File: src/rtl/mdc_pkg.sv
// Shared types, register offsets and helper functions for the DMA controller core.
// No dependencies; used by the core and its checker.
package mdc_pkg;

	localparam int CHAN_STRIDE = 20;

	localparam logic [9:0] OFF_ISR   = 10'h000;
	localparam logic [9:0] OFF_IFCR  = 10'h004;
	localparam logic [9:0] OFF_CCR   = 10'h008;
	localparam logic [9:0] OFF_CNDTR = 10'h00c;
	localparam logic [9:0] OFF_CPAR  = 10'h010;
	localparam logic [9:0] OFF_CMAR  = 10'h014;

	localparam logic [2:0] FUNC_REG_RD  = 3'd0;
	localparam logic [2:0] FUNC_REG_WR  = 3'd1;
	localparam logic [2:0] FUNC_PER_REQ = 3'd2;
	localparam logic [2:0] FUNC_RD_RSP  = 3'd3;
	localparam logic [2:0] FUNC_WR_RSP  = 3'd4;

	localparam logic [1:0] KIND_NONE   = 2'd0;
	localparam logic [1:0] KIND_REG    = 2'd1;
	localparam logic [1:0] KIND_MEM_RD = 2'd2;
	localparam logic [1:0] KIND_MEM_WR = 2'd3;

	localparam int CCR_EN   = 0;
	localparam int CCR_TCIE = 1;
	localparam int CCR_HTIE = 2;
	localparam int CCR_TEIE = 3;
	localparam int CCR_DIR  = 4;
	localparam int CCR_CIRC = 5;
	localparam int CCR_PINC = 6;
	localparam int CCR_MINC = 7;
	localparam int CCR_M2M  = 14;
	localparam logic [14:0] CCR_PROT = 15'h7ff0;

	typedef enum logic [2:0] {
		SEL_NONE, SEL_ISR, SEL_IFCR, SEL_CCR, SEL_CNDTR, SEL_CPAR, SEL_CMAR
	} reg_sel_t;

	typedef enum logic [2:0] {
		PH_IDLE = 3'b001,
		PH_RD   = 3'b010,
		PH_WR   = 3'b100
	} phase_t;

	typedef struct packed {
		logic [14:0] ctl;
		logic [15:0] rem;
		logic [15:0] prog;
		logic [31:0] pbase;
		logic [31:0] mbase;
	} chan_entry_t;

	function automatic logic [1:0] size_code(input logic [1:0] c);
		return (c == 2'd3) ? 2'd2 : c;
	endfunction

	function automatic logic [31:0] width_mask(input logic [1:0] c);
		case (c)
			2'd0: return 32'h0000_00ff;
			2'd1: return 32'h0000_ffff;
			default: return 32'hffff_ffff;
		endcase
	endfunction

	function automatic logic [1:0] side_size(input chan_entry_t e, input logic mem_side);
		return size_code(mem_side ? e.ctl[11:10] : e.ctl[9:8]);
	endfunction

	// Next address on one side: base + item width * items done if the side increments.
	function automatic logic [31:0] side_addr(input chan_entry_t e, input logic mem_side);
		logic [15:0] done;
		logic [31:0] step;
		logic        inc;
		done = e.prog - e.rem;
		step = {16'b0, done} << side_size(e, mem_side);
		inc  = mem_side ? e.ctl[CCR_MINC] : e.ctl[CCR_PINC];
		return (mem_side ? e.mbase : e.pbase) + (inc ? step : 32'b0);
	endfunction

endpackage

File: src/rtl/mdc_ram.sv
// Generic single-write, single-read RAM with registered read data.
// No dependencies.
module mdc_ram #(
	parameter int WIDTH = 8,
	parameter int DEPTH = 8,
	localparam int AW = (DEPTH > 1) ? $clog2(DEPTH) : 1
) (
	input  logic                   clk,
	input  logic                   we,
	input  logic [AW-1:0]          waddr,
	input  logic [WIDTH-1:0]       wdata,
	input  logic                   re,
	input  logic [AW-1:0]          raddr,
	output logic [WIDTH-1:0]       rdata
);
	logic [WIDTH-1:0] mem [DEPTH];

	always_ff @(posedge clk) begin
		if (we) begin
			mem[waddr] <= wdata;
		end
		if (re) begin
			rdata <= mem[raddr];
		end
	end
endmodule

File: src/rtl/multi_channel_dma_controller_core.sv
// Top level of the multi-channel DMA controller core.
// Depends on mdc_pkg and mdc_ram.

// One bus event enters per clock while the stage and output registers are not stalled, and each gives
// one result: a transaction is decoded and its channel entry read from the channel RAM as it is
// accepted, then modified and written back in stage 2, and its result then sits in an output
// register, so throughput is one transaction per cycle when the output is free. Back-to-back
// accesses to the same channel are forwarded around the RAM. After reset every channel
// reads as zero until written; no clearing pass is needed.
module multi_channel_dma_controller_core #(
	parameter int CHANNELS = 7
) (
	input  logic        clk,
	input  logic        arst_n,
	input  logic        in_valid,
	output logic        in_ready,
	input  logic [2:0]  func,
	input  logic [9:0]  reg_offset,
	input  logic [31:0] write_value,
	input  logic [2:0]  request_channel,
	input  logic [31:0] fetched_data,
	input  logic        bus_error,
	output logic        out_valid,
	input  logic        out_ready,
	output logic [1:0]  kind,
	output logic [31:0] read_data,
	output logic [31:0] mem_address,
	output logic [1:0]  mem_size,
	output logic [31:0] mem_write_data,
	output logic [6:0]  irq_lines
);
	import mdc_pkg::*;

	localparam int CW = (CHANNELS > 1) ? $clog2(CHANNELS) : 1;
	localparam int FW = 4 * CHANNELS;
	localparam int EW = $bits(chan_entry_t);

	// Pipeline stage 1 and forwarding
	logic              valid_s1;
	logic [2:0]        func_s1;
	reg_sel_t          sel_s1;
	logic [CW-1:0]     ch_s1;
	logic              chok_s1;
	logic [31:0]       wval_s1;
	logic [31:0]       fdata_s1;
	logic              berr_s1;
	logic              fwd_s1;
	chan_entry_t       fwd_data_s1;

	// Global state
	logic [FW-1:0]     flags_q, flags_n;
	logic [CHANNELS-1:0] irq_q, irq_n;
	phase_t            phase_q, phase_n;
	logic [CW-1:0]     active_q, active_n;
	logic              burst_q, burst_n;
	logic [(1<<CW)-1:0] ent_vld_q;

	logic              accept, advance;
	reg_sel_t          d_sel;
	logic [CW-1:0]     d_ch, d_regch;
	logic              d_chok, d_hit;

	logic [EW-1:0]     ram_rdata;
	chan_entry_t       e, e_n;
	logic              wr_en;

	logic [1:0]        o_kind, o_size;
	logic [31:0]       o_rdata, o_addr, o_wdata;

	assign advance  = valid_s1 && (!out_valid || out_ready);
	assign in_ready = !valid_s1 || advance;
	assign accept   = in_valid && in_ready;

	// Register decode: match the global ISR and IFCR offsets and find the channel whose register window covers the offset.
	always_comb begin
		logic [9:0] lo;
		logic [9:0] diff;
		d_hit   = 1'b0;
		d_regch = '0;
		d_sel   = SEL_NONE;
		lo      = '0;
		diff    = '0;
		if (reg_offset == OFF_ISR) begin
			d_sel = SEL_ISR;
		end else if (reg_offset == OFF_IFCR) begin
			d_sel = SEL_IFCR;
		end
		for (int i = 0; i < CHANNELS; i++) begin
			lo = OFF_CCR + 10'(CHAN_STRIDE * i);
			if (reg_offset >= lo && reg_offset < lo + 10'(CHAN_STRIDE)) begin
				d_hit   = 1'b1;
				d_regch = CW'(i);
				diff    = reg_offset - lo;
				case (diff)
					OFF_CCR - OFF_CCR:   d_sel = SEL_CCR;
					OFF_CNDTR - OFF_CCR: d_sel = SEL_CNDTR;
					OFF_CPAR - OFF_CCR:  d_sel = SEL_CPAR;
					OFF_CMAR - OFF_CCR:  d_sel = SEL_CMAR;
					default:             d_sel = SEL_NONE;
				endcase
			end
		end
	end

	always_comb begin
		case (func)
			FUNC_REG_RD, FUNC_REG_WR: begin
				d_ch   = d_regch;
				d_chok = d_hit && d_sel != SEL_NONE;
			end
			FUNC_PER_REQ: begin
				d_ch   = request_channel[CW-1:0];
				d_chok = int'(request_channel) < CHANNELS;
			end
			FUNC_RD_RSP, FUNC_WR_RSP: begin
				d_ch   = active_n;
				d_chok = 1'b1;
			end
			default: begin
				d_ch   = '0;
				d_chok = 1'b0;
			end
		endcase
	end

	mdc_ram #(
		.WIDTH(EW),
		.DEPTH(CHANNELS)
	) u_chan_ram (
		.clk   (clk),
		.we    (wr_en),
		.waddr (ch_s1),
		.wdata (e_n),
		.re    (accept),
		.raddr (d_ch),
		.rdata (ram_rdata)
	);

	assign wr_en = advance && chok_s1;
	assign e = fwd_s1 ? fwd_data_s1 : (ent_vld_q[ch_s1] ? chan_entry_t'(ram_rdata) : '0);

	// Stage 2: modify the channel entry and the global flags, and form the result.
	always_comb begin
		logic       do_issue;
		logic       do_upd;
		logic       start_req;
		logic       start_burst;
		logic [3:0] add_nib;
		logic [3:0] bc;
		logic [3:0] nib;
		logic [14:0] v;
		logic       dir;
		e_n         = e;
		flags_n     = flags_q;
		irq_n       = irq_q;
		phase_n     = phase_q;
		active_n    = active_q;
		burst_n     = burst_q;
		o_kind      = KIND_NONE;
		o_rdata     = '0;
		o_addr      = '0;
		o_size      = '0;
		o_wdata     = '0;
		do_issue    = 1'b0;
		do_upd      = 1'b0;
		start_req   = 1'b0;
		start_burst = 1'b0;
		add_nib     = '0;
		bc          = '0;
		nib         = '0;
		v           = '0;
		dir         = e.ctl[CCR_DIR];
		if (valid_s1) begin
			case (func_s1)
				FUNC_REG_RD: begin
					o_kind = KIND_REG;
					case (sel_s1)
						SEL_ISR:   o_rdata = 32'(flags_q);
						SEL_CCR:   o_rdata = chok_s1 ? 32'(e.ctl) : '0;
						SEL_CNDTR: o_rdata = chok_s1 ? 32'(e.rem) : '0;
						SEL_CPAR:  o_rdata = chok_s1 ? e.pbase : '0;
						SEL_CMAR:  o_rdata = chok_s1 ? e.mbase : '0;
						default:   o_rdata = '0;
					endcase
				end
				FUNC_REG_WR: begin
					case (sel_s1)
						SEL_IFCR: begin
							for (int i = 0; i < CHANNELS; i++) begin
								bc = wval_s1[4*i +: 4] & flags_q[4*i +: 4];
								if (bc != 4'b0) begin
									nib = bc[0] ? 4'b0 : (flags_q[4*i +: 4] & ~bc);
									flags_n[4*i +: 4] = nib;
									if (nib == 4'b0) begin
										irq_n[i] = 1'b0;
									end
								end
							end
						end
						SEL_CCR: begin
							v = wval_s1[14:0];
							if (e.ctl[CCR_EN] && wval_s1[CCR_EN]) begin
								v = (v & ~CCR_PROT) | (e.ctl & CCR_PROT);
							end
							e_n.ctl = v;
							if (!e.ctl[CCR_EN] && wval_s1[CCR_EN] && v[CCR_M2M]) begin
								start_req   = 1'b1;
								start_burst = 1'b1;
							end
						end
						SEL_CNDTR: begin
							if (!e.ctl[CCR_EN]) begin
								e_n.rem  = wval_s1[15:0];
								e_n.prog = wval_s1[15:0];
							end
						end
						SEL_CPAR: begin
							if (!e.ctl[CCR_EN]) begin
								e_n.pbase = wval_s1;
							end
						end
						SEL_CMAR: begin
							if (!e.ctl[CCR_EN]) begin
								e_n.mbase = wval_s1;
							end
						end
						default: ;
					endcase
				end
				FUNC_PER_REQ: begin
					start_req = chok_s1;
				end
				FUNC_RD_RSP: begin
					if (phase_q == PH_RD) begin
						if (berr_s1) begin
							add_nib[3] = e.ctl[CCR_TEIE];
							phase_n    = PH_IDLE;
							do_upd     = 1'b1;
						end else begin
							phase_n = PH_WR;
							o_kind  = KIND_MEM_WR;
							o_addr  = side_addr(e, !dir);
							o_size  = side_size(e, !dir);
							o_wdata = fdata_s1 & width_mask(side_size(e, dir));
						end
					end
				end
				FUNC_WR_RSP: begin
					if (phase_q == PH_WR) begin
						do_upd = 1'b1;
						if (berr_s1) begin
							add_nib[3] = e.ctl[CCR_TEIE];
							phase_n    = PH_IDLE;
						end else begin
							if (e.rem != 16'b0) begin
								e_n.rem = e.rem - 16'd1;
							end
							add_nib[2] = e.ctl[CCR_HTIE] && e_n.rem == {1'b0, e.prog[15:1]};
							if (e_n.rem == 16'b0) begin
								add_nib[1] = e.ctl[CCR_TCIE];
								if (!e.ctl[CCR_M2M] && e.ctl[CCR_CIRC]) begin
									e_n.rem = e.prog;
								end
								phase_n = PH_IDLE;
							end else if (burst_q && e.ctl[CCR_EN]) begin
								do_issue = 1'b1;
							end else begin
								phase_n = PH_IDLE;
							end
						end
					end
				end
				default: ;
			endcase

			if (start_req && phase_q == PH_IDLE && e_n.ctl[CCR_EN] && e_n.rem != 16'b0) begin
				active_n = ch_s1;
				burst_n  = start_burst;
				do_issue = 1'b1;
			end

			if (do_issue) begin
				phase_n = PH_RD;
				o_kind  = KIND_MEM_RD;
				o_addr  = side_addr(e_n, e_n.ctl[CCR_DIR]);
				o_size  = side_size(e_n, e_n.ctl[CCR_DIR]);
			end

			for (int i = 0; i < CHANNELS; i++) begin
				if (ch_s1 == CW'(i)) begin
					flags_n[4*i +: 4] = flags_n[4*i +: 4] | add_nib;
					if (do_upd && flags_n[4*i +: 4] != 4'b0) begin
						flags_n[4*i] = 1'b1;
						irq_n[i]     = 1'b1;
					end
				end
			end
		end
	end

	always_ff @(posedge clk or negedge arst_n) begin
		if (!arst_n) begin
			valid_s1  <= 1'b0;
			fwd_s1    <= 1'b0;
			flags_q   <= '0;
			irq_q     <= '0;
			phase_q   <= PH_IDLE;
			active_q  <= '0;
			burst_q   <= 1'b0;
			ent_vld_q <= '0;
			out_valid <= 1'b0;
		end else begin
			if (accept) begin
				valid_s1 <= 1'b1;
				fwd_s1   <= wr_en && (ch_s1 == d_ch);
			end else if (advance) begin
				valid_s1 <= 1'b0;
			end
			if (advance) begin
				flags_q  <= flags_n;
				irq_q    <= irq_n;
				phase_q  <= phase_n;
				active_q <= active_n;
				burst_q  <= burst_n;
				out_valid <= 1'b1;
			end else if (out_ready) begin
				out_valid <= 1'b0;
			end
			if (wr_en) begin
				ent_vld_q[ch_s1] <= 1'b1;
			end
		end
	end

	always_ff @(posedge clk) begin
		if (accept) begin
			func_s1     <= func;
			sel_s1      <= d_sel;
			ch_s1       <= d_ch;
			chok_s1     <= d_chok;
			wval_s1     <= write_value;
			fdata_s1    <= fetched_data;
			berr_s1     <= bus_error;
			fwd_data_s1 <= e_n;
		end
		if (advance) begin
			kind           <= o_kind;
			read_data      <= o_rdata;
			mem_address    <= o_addr;
			mem_size       <= o_size;
			mem_write_data <= o_wdata;
			irq_lines      <= 7'(irq_n);
		end
	end
endmodule

File: config.mk
export PLATFORM = sky130hd
export DESIGN_NAME = multi_channel_dma_controller_core
export DESIGN_NICKNAME = d
export VERILOG_FILES = /design/src/rtl/mdc_pkg.sv /design/src/rtl/mdc_ram.sv /design/src/rtl/multi_channel_dma_controller_core.sv
export SDC_FILE = /design/constraint.sdc
export NUM_CORES = 2
export LEC_CHECK = 0
export BUFFER_PORTS_ARGS = -buffer_cell sky130_fd_sc_hd__buf_2
export CAP_MARGIN = 20
export CORE_MARGIN = 2
export CORE_UTILIZATION = 45
export CTS_CLUSTER_SIZE = 10
export DETAILED_ROUTE_END_ITERATION = 8
export GPL_TIMING_DRIVEN = 1
export SLEW_MARGIN = 0
export SYNTH_ARGS = -nofsm -noshare
export SYNTH_HDL_FRONTEND = slang
export SYNTH_SLANG_ARGS = --single-unit
File: constraint.sdc
create_clock -name clk -period 18.77 [get_ports clk]
set_input_delay 1.877 -clock clk [delete_from_list [all_inputs] [get_ports clk]]
set_output_delay 1.877 -clock clk [all_outputs]
set_load 0.02 [all_outputs]
* After elaboration in Yosys (flattened, before gate mapping) *
Memory sizes are Yosys's and may differ from the RTL's. A register that Yosys moved wholly into a read port is not among the register bits.
Cells that the tools add are included.

operators by class
  bitwise gates (word level) = 34
  add/sub/neg operators = 12
  mux-type cells = 202
  magnitude comparators = 17
  equality and inequality tests = 54
  reduce and logical (&&, ||, !) cells = 83
  shifts and indexed selects = 2

operators with widths
  operator                                                          count
  32-bit 2-to-1 mux                                                 20
  111-bit 2-to-1 mux                                                3
  16-bit 2-to-1 mux                                                 11
  80-bit 2-to-1 mux                                                 2
  32-bit case mux with 5 select lines                               1
  10-bit by 4-bit == test with 1-bit output, second input constant  14
  15-bit 2-to-1 mux                                                 8
  28-bit 2-to-1 mux                                                 3
  4-bit 2-to-1 mux                                                  21
  3-bit case mux with 4 select lines                                7
  10-bit by 3-bit == test with 1-bit output, second input constant  8
  10-bit logical NOT                                                8
  1-bit 2-to-1 mux                                                  72
  3-bit 2-to-1 mux                                                  23
  32-bit adder                                                      2
  32-bit case mux with 2 select lines                               1
  16-bit by 2-bit << shifter with 32-bit output                     2
  4-bit bitwise AND                                                 14
  4-bit nonzero test                                                14
  2-bit 2-to-1 mux                                                  17
  32-bit bitwise AND                                                1
  16-bit case mux with 2 select lines                               1
  16-bit nonzero test                                               2
  16-bit subtractor                                                 2
  other kinds (54)                                                  147

word-level totals
  output and inout port bits = 109
  bits in registers = 346
  word-level logic and storage cells = 433
  memories kept = 1
  RAM bits = 777
  input port bits = 85

memory list
  name            words  bits a word  read ports  clocked after Yosys merged registers in  wr ports  RTL line       source
  u_chan_ram.mem  7      111          1           1                                        1         mdc_ram.sv:16  logic [WIDTH-1:0] mem [DEPTH];

* Logic depth before layout (Yosys ltp) *
  depth after elaboration = 23
  depth in mapped cells = 46
  gate-level depth less buffers = 42

* Cells and area by module *
From an unflattened synthesis, not the netlist that was laid out.

second synthesis, totals
  cells, all modules = 4295
  area total of the unflattened synthesis = 57284.9 sq um

modules (own cells, without submodules)
  module                             cells an instance  area each (sq um)  sequential area each (sq um)  instances
  mdc_ram                            1666               33286.9            26665.6                       1
  multi_channel_dma_controller_core  2629               23998.0            10126.0                       1

* Worst setup path after synthesis *
OpenSTA, ideal clock, no wires.

  path kind = input to register
  start = input out_ready
  end = register fwd_s1
  slack = 9.048 ns
  setup time = 0.460 ns
  data arrival time = 9.261 ns
  stages on the path = 4
  cells stage by stage = nand2b_1 -> or2_2 -> and2_1 -> o21ai_0

between the ends
  longest elaborated chain between the ends = 4

ends and longest elaborated chain
  item                  RTL line                                  source
  start, declared       multi_channel_dma_controller_core.sv:24   input logic out_ready,
  1-bit logical OR      multi_channel_dma_controller_core.sv:70   assign advance = valid_s1 && (!out_valid || out_ready);
  1-bit logical AND     multi_channel_dma_controller_core.sv:70
  1-bit logical OR      multi_channel_dma_controller_core.sv:71   assign in_ready = !valid_s1 || advance;
  via in_ready          multi_channel_dma_controller_core.sv:16   output logic in_ready,
  1-bit logical AND     multi_channel_dma_controller_core.sv:72   assign accept = in_valid && in_ready;
  via accept            multi_channel_dma_controller_core.sv:58   logic accept, advance;
  end signal, assigned  multi_channel_dma_controller_core.sv:315  fwd_s1 <= wr_en && (ch_s1 == d_ch);
  end, declared         multi_channel_dma_controller_core.sv:47   logic fwd_s1;

The timed path passes the listed nets, and every way through them passes these cells.
A chain may end at the register's enable or synchronous reset.

* Worst setup path after layout *
  start = register ch_s1[0]
  end = register mem_address[27] (data pin)

between the ends
  longest elaborated chain between the ends = 21

ends and longest elaborated chain
  item                                                                                         RTL line                                                                            source
  start, declared                                                                              multi_channel_dma_controller_core.sv:42                                             logic [CW-1:0] ch_s1;
  start signal, assigned                                                                       multi_channel_dma_controller_core.sv:339                                            ch_s1 <= d_ch;
  1-bit binary-select mux with 3-bit select *                                                  multi_channel_dma_controller_core.sv:140                                            assign e = fwd_s1 ? fwd_data_s1 : (ent_vld_q[ch_s1] ? chan_entry_t'(ram_rdata) : '0);
  1-bit 2-to-1 mux (not written as such) *                                                     multi_channel_dma_controller_core.sv:140
  111-bit 2-to-1 mux * (2 in series)                                                           multi_channel_dma_controller_core.sv:140
  16-bit by 1-bit subtractor with 16-bit output / 16-bit nonzero test (equally long branches)  multi_channel_dma_controller_core.sv:256, multi_channel_dma_controller_core.sv:255
  16-bit 2-to-1 mux                                                                            multi_channel_dma_controller_core.sv:255                                            if (e.rem != 16'b0) begin
  16-bit 2-to-1 mux                                                                            multi_channel_dma_controller_core.sv:251                                            if (berr_s1) begin
  16-bit 2-to-1 mux                                                                            multi_channel_dma_controller_core.sv:249                                            if (phase_q == PH_WR) begin
  16-bit 2-to-1 mux                                                                            multi_channel_dma_controller_core.sv:174                                            case (func_s1)
  [... 4 more ...]                                                                             n/a
  16-bit 2-to-1 mux                                                                            multi_channel_dma_controller_core.sv:249
  16-bit case mux with 2 select lines                                                          multi_channel_dma_controller_core.sv:174
  16-bit 2-to-1 mux                                                                            multi_channel_dma_controller_core.sv:173                                            if (valid_s1) begin
  16-bit subtractor / 16-bit nonzero test (equally long branches)                              mdc_pkg.sv:75, multi_channel_dma_controller_core.sv:276
  16-bit by 2-bit << shifter with 32-bit output / 1-bit logical AND (equally long branches)    mdc_pkg.sv:76, multi_channel_dma_controller_core.sv:276
  32-bit 2-to-1 mux / 1-bit 2-to-1 mux (equally long branches)                                 mdc_pkg.sv:78, multi_channel_dma_controller_core.sv:276
  32-bit adder / 1-bit 2-to-1 mux (equally long branches)                                      mdc_pkg.sv:78, multi_channel_dma_controller_core.sv:173
  32-bit 2-to-1 mux *                                                                          multi_channel_dma_controller_core.sv:282                                            if (do_issue) begin
  end signal, assigned                                                                         multi_channel_dma_controller_core.sv:349                                            mem_address <= o_addr;
  end, declared                                                                                multi_channel_dma_controller_core.sv:27                                             output logic [31:0] mem_address,

Mark *: on every way between the ends. The rest lies on a longest branch, timed or not. The select of a mux whose other input is x is not followed.

==> reports/metrics.cfg <==
[sta]
timing.hold.ws_ps=464
drv_slew=0
finalCriticalPeriod_ps=11420
rsz0062_at_grt=no
worst_pin_slew_ps=1230
setup_viol=0
slew_headroom_pct=17.4
min_period_over_period_pct=60.8
skew_ps=56.1
setup-tns-final_ps=0
clock.fmax_mhz=87.6
hold_viol=0

[floorplanning]
num_rows=130
initial_utilization_pct=45.2
dieArea_um2=128000
fp.dieW_um=358
die_h_um=358
ios=194
core_um2=125000

[global_routing]
antenna_found_initial=6
grt_pass1_vias=36200
grt_pass1_wl_um=251000
grt.total_usage_pct=26.9
overflow=0
grt_max_degree=131

[routing]
wl_per_cell_um=27.9
vias=38100
vias_per_cell=6.11
dr.pass1.iters=6
drc_errors=0
drt-total-wl_um=174000
drt-initial-drc-count=4321
ant_nets=0

[synthesis]
yosysWarnings=0
async_flop_share_pct=4.29
synth_edf_count=1181
yosys.area.top_type_share_pct=62.7
synth_ff_type=edfxtp_1
syn_area_um2=56500
synth_area_leaders=edfxtp_1 63%, mux2i_1 6.8%, a21oi_1 3.1%
syn_area_per_cell_um2=13.1
syn-instance-count=4330
ys_seq_area_share_pct=65.1
yosysTopAreaCell=edfxtp_1
synth-seq-cells=1234
synth_cell_type_count=99

[critical_path]
worstPathRequired_ps=19300
path_common_cell=o21ai_0
crit_slowest_cell=edfxtp_1
cp.arrival_ps=11950
critPathKind=flip-flop to flip-flop
cpPeakStageDelay_ps=700
end_kind=flip-flop
start_kind=flip-flop
reg2reg_from=ch_s1[0]$_DFFE_PP_
cp-startpoint=ch_s1[0]$_DFFE_PP_
crit_fanout=107

[cts]
clk_path_buf_depth=3
htree_levels=4
clkTransAtPathRegs_ps=60
cts_tree=yes
root_buffer=clkbuf_16
cts_resized=0
clk-insertion-delay-late_ps=820
post_cts_buffers=0
numCtsBuffers=145
cts_hold_buf=0
clkSinkCount=1234

[power_and_ir_drop]
leakage_nw=22.6
powerDensity_nw_per_um2=117
vdd_drop_max_uv=105

[min_path]
hold_path.class=flip-flop to flip-flop
hp-start=ent_vld_q[2]$_DFFE_PN0P_

[layout]
drive_above_1_share_pct=12.5
diodes=0
syn2layout_area_growth_pct=12.6
nNetsFinal=4685

[status]
status=complete, no violations

[placed_design]
place_hpwl_um=114000
gp_congestion=0.985
port_buffers=193

[run]
maxCapViolations=0

-- cell usage in the layout (no fill, tap or decap), types with 105 or more instances in the layout --
| master | n |
|---|---|
| o22ai_1 | 179 |
| buf_4 | 106 |
| clkbuf_16 | 145 |
| a22oi_1 | 105 |
| edfxtp_1 | 1181 |
| o21ai_0 | 173 |
| nor2_1 | 391 |
| nand2_1 | 244 |
| buf_2 | 194 |
| a21o_1 | 126 |
| a21oi_1 | 344 |
| mux2i_1 | 386 |
-- stage by stage --
stage	worst slack [ps]	power (W)	instances	util, %	instance area, um2
2_1_floorplan	9050	0.00439	4331	-	56500
3_3_place_gp	7790	0.00489	6025	47.5	59400
3_5_place_dp	7610	0.00489	6027	47.5	59400
4_1_cts	7530	0.00745	6237	50.9	63600
5_1_grt	6340	0.00771	6239	50.9	63600
6_report	7350	0.00742	6239	50.9	63600
-- synth_stat cells (6+ instances only) --
master / number
edfxtp_1: 1181
nor2_1: 398
mux2i_1: 386
a21oi_1: 345
nand2_1: 245
o22ai_1: 179
o21ai_0: 174
clkbuf_1: 160
a21o_1: 126
a22oi_1: 106
inv_1: 93
xnor2_1: 74
ha_1: 70
and2_1: 52
dfrtp_1: 52
buf_2: 50
nor3_1: 49
a211oi_1: 36
nand3_1: 36
xor2_1: 34
a22o_1: 32
o221ai_1: 31
mux2_2: 27
a31oi_1: 26
or2_2: 20
nand4_1: 19
a21boi_0: 18
buf_6: 18
or3_1: 18
a221oi_1: 17
nand2b_1: 15
nor4_1: 15
buf_1: 14
o31ai_1: 14
nor2b_1: 13
o21a_1: 12
and3_1: 10
buf_4: 10
a211o_1: 9
a32o_1: 9
o211ai_1: 9
a32oi_1: 8
nand3b_1: 7
o2111ai_1: 7
o21bai_1: 6
-- sequential cells by signal, indices dropped and copies added, names as in the netlist, 28 cells and up --
signal,cells
mem_write_data,32
fdata_s1,32
read_data,32
wval_s1,32
flags_q,28
u_chan_ram.rdata,111
fwd_data_s1,111
mem_address,32
u_chan_ram.mem,777
-- layer usage --
metal  track usage, %  wire length, um
met5                0               13
met2             41.1            78100
met3             5.76            14600
met1             37.6            74400
met4             10.8             6960
-- cells by family (layout without fill, tap and decap cells) --
group | count (synthesis) | after routing | synth area share, %
other | 1 | 2 | 0.00663
muxes | 414 | 414 | 7.39
buffers and inverters | 353 | 611 | 2.81
and+or+nand+nor | 916 | 916 | 7.20
AOI/OAI and AO/OA | 1228 | 1228 | 14.1
xor gates and xnor gates | 108 | 108 | 1.67
DFF | 1234 | 1234 | 65.1
adders and majority gates | 76 | 76 | 1.73
-- final cells by class --
type	count	area [um2]
Tap cell	1650	2060
Inverter	96	378
Timing Repair Buffer	305	1850
Clock buffer	188	3820
Multi-Input combinational cell	2744	18300
Sequential cell	1234	36800
Clock inverter	22	430
Fill cell	10700	61400
-- critical path: cells and delay by family, from the launching register on --
kind	cells	cell delay, ps
compound gates	21	5500
simple gates	11	2740
fa+ha+maj	3	990
flops	1	700
mux	2	540
buf+inv	2	450
xor+xnor	1	180
-- where the power goes --
| group | switching (W) | internal (W) | total (W) | leakage (nW) |
|---|---|---|---|---|
| Combinational | 0.00106 | 0.000495 | 0.00156 | 8.79 |
| Clock | 0.00111 | 0.00144 | 0.00255 | 2.03 |
| Sequential | 0.0000590 | 0.00325 | 0.00331 | 11.8 |
-- worst paths after layout --
check	endpoint	cells after the start	slack, ps
worst max-delay path	mem_address[27]$_SDFFCE_PN0P_	40	7350
worst min-delay path	ent_vld_q[2]$_DFFE_PN0P_	1	460
worst max register to register	mem_address[27]$_SDFFCE_PN0P_	40	7350
worst min register to register	ent_vld_q[2]$_DFFE_PN0P_	1	460
max in group asynchronous	fwd_s1$_DFFE_PN0P_	2	16930
min in group asynchronous	ent_vld_q[1]$_DFFE_PN0P_	2	1240
(Power assumes the default switching activity.)
